--- src/crl_pkg.sv ---
// crl_pkg: shared types and constants for the cursor linked ring
// no dependencies; imported by every module under src
`timescale 1ns / 1ps

package crl_pkg;

    localparam int NODE_COUNT_DEF  = 256;
    localparam int VALUE_WIDTH_DEF = 32;

    localparam int FUNC_W   = 3;
    localparam int ITEM_W   = 32;
    localparam int STATUS_W = 2;
    localparam int SIZE_W   = 9;

    typedef enum logic [FUNC_W-1:0] {
        FN_PUSH_NEXT = 3'd0,
        FN_PUSH_PREV = 3'd1,
        FN_MOVE_NEXT = 3'd2,
        FN_MOVE_PREV = 3'd3,
        FN_READ      = 3'd4,
        FN_RENAME    = 3'd5,
        FN_DELETE    = 3'd6,
        FN_REWIND    = 3'd7
    } func_t;

    typedef enum logic [STATUS_W-1:0] {
        ST_OK    = 2'd0,
        ST_FULL  = 2'd1,
        ST_START = 2'd2
    } status_t;

    // write strobes into the node memories
    typedef struct packed {
        logic wr_next;
        logic wr_prev;
        logic wr_val;
    } node_wr_t;

    // requests to the free slot pool
    typedef struct packed {
        logic take;
        logic give;
    } pool_cmd_t;

endpackage

--- src/crl_free_pool.sv ---
// crl_free_pool: free slot supply, a stack of recycled slots then a fresh mark
// depends on crl_pkg; the stack top is read every cycle into a register
`timescale 1ns / 1ps

module crl_free_pool #(
    parameter int NODE_COUNT = crl_pkg::NODE_COUNT_DEF,
    parameter int IDX_W      = (NODE_COUNT > 1) ? $clog2(NODE_COUNT) : 1,
    parameter int CNT_W      = $clog2(NODE_COUNT + 1)
) (
    input  logic               clk,
    input  logic               rst_n,
    input  crl_pkg::pool_cmd_t cmd,
    input  logic [IDX_W-1:0]   give_slot,
    output logic [IDX_W-1:0]   free_slot,
    output logic               avail
);
    import crl_pkg::*;

    logic [IDX_W-1:0] stack_mem [NODE_COUNT];
    logic [IDX_W-1:0] top_reg;
    logic [CNT_W-1:0] rc_reg, rc_next;
    logic [CNT_W-1:0] fm_reg, fm_next;
    logic [CNT_W-1:0] rc_m1;
    logic             stack_empty;
    logic             stack_full;

    assign rc_m1       = rc_reg - 1'b1;
    assign stack_empty = (rc_reg == '0);
    assign stack_full  = (rc_reg >= CNT_W'(NODE_COUNT));

    assign avail     = !stack_empty || (fm_reg < CNT_W'(NODE_COUNT));
    assign free_slot = stack_empty ? fm_reg[IDX_W-1:0] : top_reg;

    always_ff @(posedge clk)
    begin
        if (cmd.give && !stack_full)
        begin
            stack_mem[rc_reg[IDX_W-1:0]] <= give_slot;
        end
        top_reg <= stack_mem[rc_m1[IDX_W-1:0]];
    end

    always_comb
    begin
        rc_next = rc_reg;
        fm_next = fm_reg;
        if (cmd.take)
        begin
            if (!stack_empty)
            begin
                rc_next = rc_m1;
            end
            else
            begin
                fm_next = fm_reg + 1'b1;
            end
        end
        else if (cmd.give && !stack_full)
        begin
            rc_next = rc_reg + 1'b1;
        end
    end

    always_ff @(posedge clk or negedge rst_n)
    begin
        if (!rst_n)
        begin
            rc_reg <= '0;
            fm_reg <= CNT_W'(1);
        end
        else
        begin
            rc_reg <= rc_next;
            fm_reg <= fm_next;
        end
    end

endmodule

--- config.mk ---
export PLATFORM = sky130hd
export DESIGN_NAME = crl_free_pool
export DESIGN_NICKNAME = d
export VERILOG_FILES = /design/src/crl_pkg.sv /design/src/crl_free_pool.sv
export SDC_FILE = /design/constraint.sdc
export NUM_CORES = 2
export LEC_CHECK = 0
export BUFFER_PORTS_ARGS = -buffer_cell sky130_fd_sc_hd__clkbuf_2
export CORE_ASPECT_RATIO = 0.8
export CORE_MARGIN = 2
export CORE_UTILIZATION = 38
export DETAILED_ROUTE_END_ITERATION = 8
export PLACE_DENSITY = 0.62
export SLEW_MARGIN = 10
export SYNTH_ARGS = -nofsm -noshare
export SYNTH_HDL_FRONTEND = slang
export SYNTH_SLANG_ARGS = --single-unit
--- constraint.sdc ---
create_clock -name clk -period 7.1 [get_ports clk]
set_input_delay 1.065 -clock clk [delete_from_list [all_inputs] [get_ports clk]]
set_output_delay 1.065 -clock clk [all_outputs]
set_load 0.02 [all_outputs]
* After elaboration in Yosys (flattened, before gate mapping) *
Memories as Yosys holds them, arrays and structs flattened. A register that Yosys moved wholly into a read port is not among the register bits.
Index checks and enable logic that the tools add are counted.

operators by class
  magnitude comparators = 2
  reduce and logical (&&, ||, !) cells = 8
  muxes and demuxes = 6
  divide/modulo/power cells = 0
  $add $sub $neg = 3
  bitwise logic cells = 0
  shift operators = 0
  $mul = 0
  eq/ne operators = 1

operators with widths
  cell                   number
  $mux W9                3
  $add A9 B1 Y9 const B  2
  $ge A9 B9 Y1 const B   1
  $logic_not A9 Y1       1
  $lt A9 B9 Y1 const B   1
  $sub A9 B1 Y9 const B  1
  $mux W8                1
  $reduce_and A2 Y1      2
  $logic_not A1 Y1       2
  $mux W1                2
  $ne A2 B2 Y1 const B   1
  $reduce_bool A2 Y1     1
  $logic_and A1 B1 Y1    1
  $logic_or A1 B1 Y1     1

word-level totals
  RAM bits = 2048
  memories kept = 1
  output and inout bits = 9
  memory bits (read-only) = 0
  logic and storage cells = 23
  bits of input ports = 12
  register bits after elaboration = 18
  latch bits = 0

memories
  memory     words  width  read ports  clocked after Yosys merged registers in  write ports  line                 RTL
  stack_mem  256    8      1           1                                        1            crl_free_pool.sv:19  logic [IDX_W-1:0] stack_mem [NODE_COUNT];

* Depth between registers and ports, before layout *
  depth in word-level cells = 5
  mapped depth = 17
  gate-level depth less buffers = 9

* Least setup slack after synthesis *
OpenSTA, ideal clock, no wires.

  path type = register to output
  start = register rc_reg[0]
  end = output port free_slot[0]
  data required time = 6.035 ns
  path buffers = 7
  path slack = 3.178 ns
  cell stages (with the launch flop) = 14
  arrival = 2.857 ns
  path through = dfrtp_1 buf_6 buf_6 buf_6 buf_4 buf_4 inv_1 ha_1 buf_2 nor2b_1 nand3_1 nor2_1 clkbuf_1 mux2_2

on the way
  cells in the longest elaborated chain, start to end = 2

RTL lines
  item                    line                 RTL
  start, declared         crl_free_pool.sv:21  logic [CNT_W-1:0] rc_reg, rc_next;
  start signal, assigned  crl_free_pool.sv:73  rc_reg <= rc_next;
  $logic_not A9 Y1        crl_free_pool.sv:28  assign stack_empty = (rc_reg == '0);
  $mux W8                 crl_free_pool.sv:32  assign free_slot = stack_empty ? fm_reg[IDX_W-1:0] : top_reg;
  end, declared           crl_free_pool.sv:14  output logic [IDX_W-1:0] free_slot,

Every way passes these cells.

* Worst setup path in the final report *
  start = register rc_reg[0]
  end = output port free_slot[2]

Same word-level chain as after synthesis.

==> impl_metrics.tcl <==
set metrics [dict create \
    finalHoldViolations 0 \
    ys_async_sr_fraction_pct 0.8679 \
    routabilityCongestion 0.8280 \
    timing.fmax_mhz 198.5 \
    core-area_um2 209100 \
    first_pass_iters 7 \
    clkTransAtPathRegs_ps 70 \
    crit_type "reg -> out" \
    p_int_w 0.02439 \
    slew_viol_final 28 \
    synthTopCellsByArea "edfxtp_1 77%, mux4_2 14%, a22oi_1 2.1%" \
    setup_tns_ps 0 \
    dp.cells 6377 \
    rsz0062_at_grt "false" \
    seqPwrFrac_pct 37.1 \
    max-cap-violations 0 \
    leakagePower_nw 26.93 \
    crit_fanout 28 \
    setup_slack_ps 2063 \
    powerDensity_nw_per_um2 417.2 \
    cp.required_ps 6030 \
    drc 0 \
    vias 38219 \
    vias_per_cell 5.692 \
    synth_cell_types 49 \
    start_util_pct 38.24 \
    crit_path_end_kind "primary output" \
    io_buffers 20 \
    start_kind "flop" \
    largest_reg_flops 2048 \
    synth_warnings 0 \
    synth.largest_area_cell "edfxtp_1" \
    status "complete, but fails checks" \
    synth_edf_count 2048 \
    yosysSeqAreaShare_pct 77.68 \
    switchingPower_w 0.01286 \
    synthesis.area_um2 79960 \
    die_h_um 414.3 \
    cts_resized 0 \
    yosys.area.top_type_share_pct 76.91 \
    fin_hold_ws_ps 216.3 \
    p_comb_share_pct 36.3 \
    finish.net_count 3771 \
    root_buffer "clkbuf_16" \
    htreeDepth 4 \
    worst_pin_slew_ps 1511 \
    cts_setup_buffers 0 \
    drtIter0Drc 4866 \
    grt_max_degree 220 \
    ys.flop_type "edfxtp_1" \
    wl_per_cell_um 28.26 \
    finalPower_w 0.03725 \
    synthCells 3704 \
    ctsHoldBuffers 0 \
    rr_worst_depth 11 \
    relSlewSlack_pct -0.7384 \
    final_layout_size_suffix_gt1_share_pct 22.89 \
    antenna_left 0 \
    synthToLayoutAreaGrowth_pct 11.66 \
    yosysMostFrequentCell "edfxtp_1" \
    die_w_um 516.9 \
    irDropWorstVdd_mv 0.4047 \
    synthesis.nets 3721 \
    dp_slack_ps 2269 \
    wirelength_um 189800 \
    grt-ovfl-total 0 \
    worstPathArrival_ps 3970 \
    dp_hpwl_um 108600 \
    synth-seq-cells 2074 \
    switching_share_pct 34.51 \
    clkPwrFrac_pct 26.6 \
    finalCritPeriodShare_pct 70.95 \
    placementRows 150 \
    setup_viol 0 \
    skew_ps 26.39 \
    synth_area_per_cell_um2 21.59 \
    grt_pass1_wl_um 273800 \
    first_global_vias 38046 \
    min_path_type "in -> async" \
    violations "max-slew violations" \
    clk_latency_ps 830 \
    finalCriticalPeriod_ps 5037 \
    dieArea_um2 214100 \
    ios 21 \
    cts.sinks 2074 \
    grt_use_total_pct 17.55 \
    antenna_found_initial 7 \
    cts_buffers 187 \
    cts_tree "yes" \
    final_cell_count_no_fill 6715 \
    clk_path_buf_depth 3 \
    synth_common_cells "2048 x edfxtp_1, 512 x mux4_2, 276 x nor2_1" \
]
-- placed cells by master, fill, tap and decap left out, types with 23 or more instances in the layout --
master,count
clkbuf_16,190
clkinv_1,46
a21oi_1,72
mux4_2,512
a22oi_1,224
clkbuf_1,43
nand2_1,90
buf_4,50
nor2_1,270
edfxtp_1,2048
clkinv_2,23
-- layout make-up --
| cell class | count | area (um2) |
|---|---|---|
| fill | 17814 | 119800 |
| sequential | 2074 | 62110 |
| inverter | 4 | 15.01 |
| multi-input combinational | 1402 | 16860 |
| clock inverter | 104 | 1002 |
| timing repair buffer | 85 | 850.8 |
| tap | 2812 | 3518 |
| antenna | 1 | 2.502 |
| clock buffer | 233 | 4916 |
-- kinds of logic after synthesis --
family / count (synthesis) / share of synthesized area (%)
adders and majority gates: 5 / 0.07824
and+or+nand+nor: 466 / 2.466
muxes: 545 / 14.86
buffers and inverters: 228 / 1.396
AOI/OAI and AO/OA: 365 / 3.283
DFF: 2074 / 77.68
xor gates and xnor gates: 21 / 0.2394
-- metal layers --
metal	GRT usage, %	up-vias	routed length, um
met4	4.687	0	4103
met2	25.58	1672	85630
li1	-	15686	-
met1	26.84	20612	83900
met3	3.505	249	16130
met5	0	-	0
-- critical path: stages, from the launching register on --
cell and delay (ps):
dfrtp_4 700, inv_1 230, ha_4 260, nor2b_1 270, nand3_1 180, nor2_1 850
mux2_2 480, clkbuf_2 170
-- path summary, 6_finish.rpt --
| path | from | endpoint | slack [ps] |
|---|---|---|---|
| min in group clk | fm_reg[8] | fm_reg[8] | 480 |
| setup reg to reg | rc_reg[0] | top_reg[2] | 2160 |
| max in group asynchronous | rst_n | rc_reg[0] | 6490 |
| hold / removal | rst_n | rc_reg[1] | 220 |
| hold reg to reg | fm_reg[8] | fm_reg[8] | 480 |
| setup / recovery | rc_reg[0] | free_slot[2] | 2060 |
-- power by group through the flow --
stage | clock, W | combinational [W] | sequential, W
2_1_floorplan | 0 | 0.00883 | 0.0139
3_3_place_gp | 0 | 0.0134 | 0.0141
3_5_place_dp | 0 | 0.0135 | 0.0141
4_1_cts | 0.0101 | 0.0135 | 0.0138
5_1_grt | 0.0105 | 0.0142 | 0.0138
6_report | 0.00992 | 0.0135 | 0.0138
-- per-stage QoR --
| step | cell area (um2) | util [%] |
|---|---|---|
| 3_5_place_dp | 83360 | 39.87 |
| 4_1_cts | 89280 | 42.70 |
| 3_3_place_gp | 83330 | 39.86 |
| 5_1_grt | 89280 | 42.70 |
| 2_1_floorplan | 79960 | - |
| 6_report | 89280 | 42.70 |
No activity file was read; power rests on OpenSTA's default activity.
