[src/crl_pkg.sv]
// crl_pkg: shared types and constants for the cursor linked ring
// no dependencies; imported by every module under src
`timescale 1ns / 1ps

package crl_pkg;

    localparam int NODE_COUNT_DEF  = 256;
    localparam int VALUE_WIDTH_DEF = 32;

    localparam int FUNC_W   = 3;
    localparam int ITEM_W   = 32;
    localparam int STATUS_W = 2;
    localparam int SIZE_W   = 9;

    typedef enum logic [FUNC_W-1:0] {
        FN_PUSH_NEXT = 3'd0,
        FN_PUSH_PREV = 3'd1,
        FN_MOVE_NEXT = 3'd2,
        FN_MOVE_PREV = 3'd3,
        FN_READ      = 3'd4,
        FN_RENAME    = 3'd5,
        FN_DELETE    = 3'd6,
        FN_REWIND    = 3'd7
    } func_t;

    typedef enum logic [STATUS_W-1:0] {
        ST_OK    = 2'd0,
        ST_FULL  = 2'd1,
        ST_START = 2'd2
    } status_t;

    // write strobes into the node memories
    typedef struct packed {
        logic wr_next;
        logic wr_prev;
        logic wr_val;
    } node_wr_t;

    // requests to the free slot pool
    typedef struct packed {
        logic take;
        logic give;
    } pool_cmd_t;

endpackage

[src/crl_ctrl.sv]
// crl_ctrl: sequencer that walks each operation through the node memories
// depends on crl_pkg; drives crl_node_mem and crl_free_pool, holds the result register
`timescale 1ns / 1ps

module crl_ctrl #(
    parameter int NODE_COUNT  = crl_pkg::NODE_COUNT_DEF,
    parameter int VALUE_WIDTH = crl_pkg::VALUE_WIDTH_DEF,
    parameter int IDX_W       = (NODE_COUNT > 1) ? $clog2(NODE_COUNT) : 1,
    parameter int CNT_W       = $clog2(NODE_COUNT + 1)
) (
    input  logic                          clk,
    input  logic                          rst_n,
    input  logic                          item_valid,
    output logic                          item_ready,
    input  logic [crl_pkg::FUNC_W-1:0]    func,
    input  logic [crl_pkg::ITEM_W-1:0]    item_value,
    output logic                          result_valid,
    input  logic                          result_ready,
    output logic [crl_pkg::ITEM_W-1:0]    current_value,
    output logic [crl_pkg::STATUS_W-1:0]  status,
    output logic                          at_start,
    output logic [crl_pkg::SIZE_W-1:0]    ring_size,
    output logic [IDX_W-1:0]              rd_addr,
    input  logic [IDX_W-1:0]              rd_next,
    input  logic [IDX_W-1:0]              rd_prev,
    input  logic [VALUE_WIDTH-1:0]        rd_val,
    output crl_pkg::node_wr_t             wr,
    output logic [IDX_W-1:0]              wa_next,
    output logic [IDX_W-1:0]              wd_next,
    output logic [IDX_W-1:0]              wa_prev,
    output logic [IDX_W-1:0]              wd_prev,
    output logic [IDX_W-1:0]              wa_val,
    output logic [VALUE_WIDTH-1:0]        wd_val,
    output crl_pkg::pool_cmd_t            pool_cmd,
    output logic [IDX_W-1:0]              give_slot,
    input  logic [IDX_W-1:0]              free_slot,
    input  logic                          avail
);
    import crl_pkg::*;

    typedef enum logic [2:0] {
        S_IDLE,
        S_EXEC,
        S_LINK,
        S_FETCH,
        S_LOAD
    } state_t;

    state_t                 state_reg, state_next;
    func_t                  func_reg, func_next;
    logic [VALUE_WIDTH-1:0] val_reg, val_next;
    logic [IDX_W-1:0]       cursor_reg, cursor_next;
    logic [CNT_W-1:0]       count_reg, count_next;
    logic [IDX_W-1:0]       node_reg, node_next;
    logic [IDX_W-1:0]       nb_reg, nb_next;
    status_t                st_reg, st_next;

    logic                   out_valid_reg, out_valid_next;
    logic [ITEM_W-1:0]      cur_value_reg, cur_value_next;
    status_t                st_out_reg, st_out_next;
    logic                   at_start_reg, at_start_next;
    logic [SIZE_W-1:0]      size_reg, size_next;

    logic [63:0]            item_wide;
    logic [63:0]            rd_val_wide;
    logic                   can_push;

    assign item_wide   = 64'(item_value);
    assign rd_val_wide = 64'(rd_val);
    assign can_push    = (count_reg < CNT_W'(NODE_COUNT)) && avail;

    assign item_ready    = (state_reg == S_IDLE);
    assign rd_addr       = cursor_reg;
    assign give_slot     = cursor_reg;
    assign result_valid  = out_valid_reg;
    assign current_value = cur_value_reg;
    assign status        = st_out_reg;
    assign at_start      = at_start_reg;
    assign ring_size     = size_reg;

    always_comb
    begin
        state_next     = state_reg;
        func_next      = func_reg;
        val_next       = val_reg;
        cursor_next    = cursor_reg;
        count_next     = count_reg;
        node_next      = node_reg;
        nb_next        = nb_reg;
        st_next        = st_reg;
        out_valid_next = out_valid_reg;
        cur_value_next = cur_value_reg;
        st_out_next    = st_out_reg;
        at_start_next  = at_start_reg;
        size_next      = size_reg;

        wr       = '0;
        wa_next  = cursor_reg;
        wd_next  = node_reg;
        wa_prev  = cursor_reg;
        wd_prev  = node_reg;
        wa_val   = cursor_reg;
        wd_val   = val_reg;
        pool_cmd = '0;

        if (out_valid_reg && result_ready)
        begin
            out_valid_next = 1'b0;
        end

        case (state_reg)
            S_IDLE:
            begin
                if (item_valid)
                begin
                    func_next  = func_t'(func);
                    val_next   = item_wide[VALUE_WIDTH-1:0];
                    st_next    = ST_OK;
                    state_next = S_EXEC;
                end
            end

            S_EXEC:
            begin
                state_next = S_FETCH;
                case (func_reg)
                    FN_PUSH_NEXT, FN_PUSH_PREV:
                    begin
                        if (!can_push)
                        begin
                            st_next = ST_FULL;
                        end
                        else
                        begin
                            // fill the new node, splice it in on the next cycle
                            wr.wr_val     = 1'b1;
                            wr.wr_next    = 1'b1;
                            wr.wr_prev    = 1'b1;
                            wa_val        = free_slot;
                            wa_next       = free_slot;
                            wa_prev       = free_slot;
                            pool_cmd.take = 1'b1;
                            node_next     = free_slot;
                            count_next    = count_reg + 1'b1;
                            state_next    = S_LINK;
                            if (func_reg == FN_PUSH_NEXT)
                            begin
                                wd_next = rd_next;
                                wd_prev = cursor_reg;
                                nb_next = rd_next;
                            end
                            else
                            begin
                                wd_next = cursor_reg;
                                wd_prev = rd_prev;
                                nb_next = rd_prev;
                            end
                        end
                    end
                    FN_MOVE_NEXT:
                    begin
                        cursor_next = rd_next;
                    end
                    FN_MOVE_PREV:
                    begin
                        cursor_next = rd_prev;
                    end
                    FN_RENAME:
                    begin
                        wr.wr_val = 1'b1;
                    end
                    FN_DELETE:
                    begin
                        if (cursor_reg == '0)
                        begin
                            st_next = ST_START;
                        end
                        else
                        begin
                            wr.wr_next    = 1'b1;
                            wa_next       = rd_prev;
                            wd_next       = rd_next;
                            wr.wr_prev    = 1'b1;
                            wa_prev       = rd_next;
                            wd_prev       = rd_prev;
                            pool_cmd.give = 1'b1;
                            cursor_next   = rd_next;
                            if (count_reg > CNT_W'(1))
                            begin
                                count_next = count_reg - 1'b1;
                            end
                        end
                    end
                    FN_REWIND:
                    begin
                        cursor_next = '0;
                    end
                    default:
                    begin
                        // read leaves everything as it is
                    end
                endcase
            end

            S_LINK:
            begin
                wr.wr_next  = 1'b1;
                wr.wr_prev  = 1'b1;
                wd_next     = node_reg;
                wd_prev     = node_reg;
                if (func_reg == FN_PUSH_NEXT)
                begin
                    wa_next = cursor_reg;
                    wa_prev = nb_reg;
                end
                else
                begin
                    wa_next = nb_reg;
                    wa_prev = cursor_reg;
                end
                cursor_next = node_reg;
                state_next  = S_FETCH;
            end

            S_FETCH:
            begin
                // memory read at the new cursor lands next cycle
                state_next = S_LOAD;
            end

            S_LOAD:
            begin
                if (!out_valid_reg || result_ready)
                begin
                    out_valid_next = 1'b1;
                    cur_value_next = rd_val_wide[ITEM_W-1:0];
                    st_out_next    = st_reg;
                    at_start_next  = (cursor_reg == '0);
                    size_next      = SIZE_W'(count_reg);
                    state_next     = S_IDLE;
                end
            end

            default:
            begin
                state_next = S_IDLE;
            end
        endcase
    end

    always_ff @(posedge clk or negedge rst_n)
    begin
        if (!rst_n)
        begin
            state_reg     <= S_IDLE;
            func_reg      <= FN_READ;
            st_reg        <= ST_OK;
            cursor_reg    <= '0;
            count_reg     <= CNT_W'(1);
            out_valid_reg <= 1'b0;
            val_reg       <= '0;
            node_reg      <= '0;
            nb_reg        <= '0;
            cur_value_reg <= '0;
            st_out_reg    <= ST_OK;
            at_start_reg  <= 1'b0;
            size_reg      <= '0;
        end
        else
        begin
            state_reg     <= state_next;
            func_reg      <= func_next;
            st_reg        <= st_next;
            cursor_reg    <= cursor_next;
            count_reg     <= count_next;
            out_valid_reg <= out_valid_next;
            val_reg       <= val_next;
            node_reg      <= node_next;
            nb_reg        <= nb_next;
            cur_value_reg <= cur_value_next;
            st_out_reg    <= st_out_next;
            at_start_reg  <= at_start_next;
            size_reg      <= size_next;
        end
    end

endmodule

[config.mk]
export PLATFORM = sky130hd
export DESIGN_NAME = crl_ctrl
export DESIGN_NICKNAME = d
export VERILOG_FILES = /design/src/crl_pkg.sv /design/src/crl_ctrl.sv
export SDC_FILE = /design/constraint.sdc
export NUM_CORES = 1
export LEC_CHECK = 0
export BUFFER_PORTS_ARGS = -buffer_cell sky130_fd_sc_hd__buf_2
export CAP_MARGIN = 20
export CORE_ASPECT_RATIO = 1.25
export CORE_MARGIN = 4
export CORE_UTILIZATION = 43
export DETAILED_ROUTE_END_ITERATION = 6
export GPL_TIMING_DRIVEN = 0
export PLACE_DENSITY = 0.74
export SETUP_SLACK_MARGIN = 0.2
export SLEW_MARGIN = 10
export SYNTH_ARGS = -nofsm -noshare
export SYNTH_HDL_FRONTEND = slang
export SYNTH_SLANG_ARGS = --single-unit
[constraint.sdc]
create_clock -name clk -period 2.3 [get_ports clk]
set_input_delay 0.115 -clock clk [delete_from_list [all_inputs] [get_ports clk]]
set_output_delay 0.115 -clock clk [all_outputs]
set_load 0.005 [all_outputs]
Word level (Yosys, flattened, before mapping). Cells that the tools add are included. Widths: inputs -> output; s select.

Logic and storage cells: 106. Input bits: 96. Output and inout port bits: 139. Register bits after elaboration: 118.

Reductions and logical operators: 18. Order comparisons: 2. Equal/unequal tests: 19. Multiplexer cells: 52. $add $sub $neg: 2.

Operators by type and width (number): $mux 8 (16); $pmux 8 s2 (7); $pmux 8 s4 (1); $mux 9 (3); $pmux 9 s2 (1); $pmux 2 s2 (4); $pmux 3 s5 (1); $eq 3x2->1 const B (4); $eq 3x3->1 const B (4); $mux 1 (10); $mux 2 (5); $ne 2x2->1 const B (5); $reduce_and 5->1 (2); $add 9x1->9 const B (1); $gt 9x1->1 const B (1); $lt 9x9->1 const B (1); $mux 3 (3); $sub 9x1->9 const B (1); $logic_not 8->1 (1); $reduce_and 2->1 (4); $eq 3x1->1 const B (2); $logic_not 3->1 (2); $ne 3x3->1 const B (2); $reduce_bool 2->1 (3); other kinds (8) (9).

Depth between registers and ports, before layout.
Depth after elaboration: 5. Mapped depth: 9. Depth with buffers taken out: 7.

Least setup slack after synthesis. OpenSTA, ideal clock, no wires.

Path kind: reg2out. Start point: reg func_reg[2]. End point: out wr[2] (netlist bit). Arrival: 1.676 ns. Data required time: 2.185 ns. Slack: 0.509 ns. Cell stages (with the launch flop): 8. Buffers on the path: 3. Cell sequence: dfstp_2 -> buf_4 -> nand3b_4 -> a21oi_4 -> buf_2 -> nor2_1 -> o21ai_0 -> buf_4.

RTL lines: from (decl) (line crl_ctrl.sv:50) `func_t func_reg, func_next;`; from (signal assigned) (line crl_ctrl.sv:272) `func_reg <= func_next;`; to (decl) (line crl_ctrl.sv:27) `output crl_pkg::node_wr_t wr,`.

Worst setup path in the final report.
Start point: reg cursor_reg[6], in the netlist give_slot[6]. End point: out wd_next[2].

Word-level cells in the longest chain between the ends: 4.

Ends and longest elaborated chain: from (decl) (line crl_ctrl.sv:52) `logic [IDX_W-1:0] cursor_reg, cursor_next;`; from (signal assigned) (line crl_ctrl.sv:274) `cursor_reg <= cursor_next;`; $logic_not 8->1 (line crl_ctrl.sv:174) `if (cursor_reg == '0)`; $mux 8 (line crl_ctrl.sv:174); $pmux 8 s2 (line crl_ctrl.sv:126) `case (func_reg)`; $mux 8 (line crl_ctrl.sv:111) `case (state_reg)`; to (decl) (line crl_ctrl.sv:29) `output logic [IDX_W-1:0] wd_next,`.

No other way between the ends.

==> flow_summary.toml <==
[routing]
dr.max_layer_used = "met4"
drt-total-wl_um = 25800
via_count = 6987
ant_nets = 0
wire_per_inst_um = 21.1
drc = 0
drt_first_pass_iters = 6
first_iter_violations = 745
via_per_inst = 5.73
wl_met3_um = 2420
wirelength_met1_um = 9240
dr_wl_met2_um = 12900

[timing]
timing.final.crit_share = 1.08
setup_ws_ns = -0.187
clock.fmax_mhz = 402
max_slew_margin = 0.537
drv_slew = 0
holdWs_ns = 0.0162
tightestPinTransition_ns = 0.690
rsz0062_at_grt = "true"
hold_viol = 0
setup_viol = 25
finalClockSkew_ns = 0.00894
period_needed_ns = 2.49

[synthesis]
synth-compound-area-share = 0.174
yosysWarnings = 0
synth_fp_nets = 745
async_flop_share = 1.00
syn_inst = 646
synth-simple-area-share = 0.127
synth_flop_cell = "dfrtp_1"
ys_ff_latch = 118
synth-edff-count = 0
synth_xor_xnor_area_share = 0.0119
synth.mux.area_fraction = 0.183
synth_top_family_by_area = "multiplexers"
syn_area_per_cell_um2 = 10.2
yosysSeqAreaShare = 0.447
ys_types = 58
yosys.area_share.adder = 0.00568
synth_area_um2 = 6610

[clock_network]
root_buffer = "clkbuf_16"
cts_max_level = 4
clk-insertion-delay-late_ns = 0.42
clockBufferDepth = 2
cts_tree = "done"
path_clk_slew_ns = 0.06
cts_buffers = 17
cts.sinks = 118

[power_and_ir_drop]
max-vdd-ir-drop_v = 0.000869
p_int_w = 0.00965
p_sw_frac = 0.409
power.density_nw_per_um2 = 1540
clkPwrFrac = 0.186
p_sw_w = 0.00669
p_seq_frac = 0.241
power_leakage_nw = 5.08
comb_power_share = 0.574

[final_layout]
syn2layout_area_growth_pct = 60.4
diodes = 0
layout-drive-gt1-share = 0.521
stdcell_area_um2 = 10600
nets = 1123

[run_status]
status = "complete, but fails checks"
violations = "setup timing"

[critical_path]
worstReg2RegStart = "func_reg[2]$_DFFE_PN1P_"
critPathMaxFanout = 8
rr_endpoint = "count_reg[4]$_DFFE_PN0P_"
crit_start = "give_slot[6]$_DFFE_PN0P_"
cp-start-kind = "register"
cp-end-kind = "output port"
r2r_setup_slack_ns = 0.13
worstPathArrival_ns = 2.37
r2r_cells = 10
critPathKind = "register to output port"
required_ns = 2.18

[placed_design]
gp_congestion = 0.973
dpl_cell_area_um2 = 8050
place_hpwl_um = 16500
numPortBuffers = 234

[die]
ioPinCount = 235
fp.dieH_um = 147
start_util = 0.440
die_x_um = 119
dieArea_um2 = 17400
core_um2 = 15000
num_rows = 50

[grt]
overflow = 0
grt_usage = 0.278
antenna_found_initial = 0
grt_max_degree = 81
grt_pass1_wl_um = 38300
grt_pass1_vias = 7126

[hold_path]
hold_path.class = "input pin to register"
hold-path-cell-count = 3
holdPathEnd = "state_reg[0]$_DFFE_PN0P_"
min_from = "item_valid"

[run]
drv_cap = 0
==> critical path, stage by stage, from the launching register on <==
cell and delay, ns:
dfrtp_2 0.42, nor4_4 0.40, and2_4 0.22, buf_6 0.11
buf_12 0.13, mux2i_1 0.19, o22ai_1 0.10, a22o_1 0.23
buf_2 0.14
==> how the worst max path moves through the flow <==
stage,cells past startpoint,end,slack (ns)
2_1_floorplan,7,wr[2],0.51
3_3_place_gp,1,current_value[21]$_DFFE_PN0P_,-0.45
3_5_place_dp,8,wr[2],-0.11
4_1_cts,8,wd_next[6],-0.09
5_1_grt,8,wd_next[6],-0.22
6_report,8,wd_next[2],-0.19
==> cells in the mapped netlist (all sizes together), types with 3 or more instances <==
cell type  count  area (um^2)
nor3          10         60.1
inv            4         15.0
buf           40          254
a21oi         59          314
clkbuf        19         71.3
mux2          86          968
o22ai         15         93.8
a31oi          9         56.3
ha             3         37.5
a221o          8         80.1
nand3          5         30.0
a22oi         16          120
dfrtp        116         2900
xor2           7         61.3
nor2          49          191
a21o          15          113
nand3b         4         42.5
mux2i         24          240
nand2b         4         25.0
a22o           8         70.1
o21ai         16         83.8
and2           3         18.8
o221ai         9         96.4
a221oi         8         70.1
nand2         84          318
nor4           3         63.8
==> routing by layer <==
metal  vias up  global-route usage
met4         0               0.136
li1       3097                   -
met1      3355               0.316
met3        95              0.0818
met2       440               0.476
met5         -                   0
==> layout by cell type (no fill, tap or decap), drive strengths merged, types with 3 or more instances in the layout <==
cell         Yosys  final
buf             40    325
dfrtp          116    116
mux2            86     86
nand2           84     84
dlygate4sd3      0     76
a21oi           59     59
nor2            49     49
clkbuf          19     36
mux2i           24     24
a22oi           16     16
o21ai           16     16
a21o            15     15
o22ai           15     15
nor3            10     10
a31oi            9      9
o221ai           9      9
a221o            8      8
a22o             8      8
a221oi           8      8
inv              4      8
xor2             7      7
bufinv           0      5
nand3            5      5
nand2b           4      4
nand3b           4      4
nor4             3      3
ha               3      3
and2             3      3
clkinv           0      3
==> what timing repair did <==
item                                    in CTS  in global routing
gates cloned                                 1                  1
gates resized for setup                     89                 95
endpoints found under the setup margin      45                 62
hold buffers                                76                  0
setup buffers                               23                 26
pin swaps                                   22                 30
endpoints found under the hold margin      113                  0
==> through the flow <==
step	utilization	worst slack (ns)	power, W	TNS, ns	std cells
2_1_floorplan	-	0.509	0.00825	0	646
5_1_grt	0.707	-0.216	0.0172	-3.67	1219
4_1_cts	0.667	-0.0927	0.0152	-1.38	1194
6_report	0.707	-0.187	0.0163	-3.02	1219
3_3_place_gp	0.534	-0.453	0.0110	-51.32	1062
3_5_place_dp	0.536	-0.109	0.0112	-0.139	1063
==> layout make-up <==
| class | instances | area (um^2) |
|---|---|---|
| Clock buffer | 19 | 453 |
| Buffer | 56 | 485 |
| Sequential cell | 118 | 2960 |
| Tap cell | 182 | 228 |
| Inverter | 4 | 17.5 |
| Timing Repair Buffer | 362 | 2460 |
| Multi-Input combinational cell | 465 | 3780 |
| Fill cell | 1088 | 4410 |
| Clock inverter | 13 | 218 |
==> cells by family (layout without fill, tap and decap cells) <==
kind of cell    Yosys count  after routing
xor+xnor                  9              9
flops                   118            118
mux                     110            110
compound gates          169            169
fa+ha+maj                 3              3
simple gates            174            174
buf+inv                  63            454
==> power by group through the flow <==
stage	combinational [W]	sequential [W]	clock, W
after floorplan	0.00445	0.00379	0
after global placement	0.00723	0.00381	0
after detailed placement	0.00734	0.00386	0
after CTS	0.00827	0.00385	0.00306
after global routing	0.0100	0.00405	0.00316
final	0.00938	0.00393	0.00303
(Power assumes the default switching activity.)
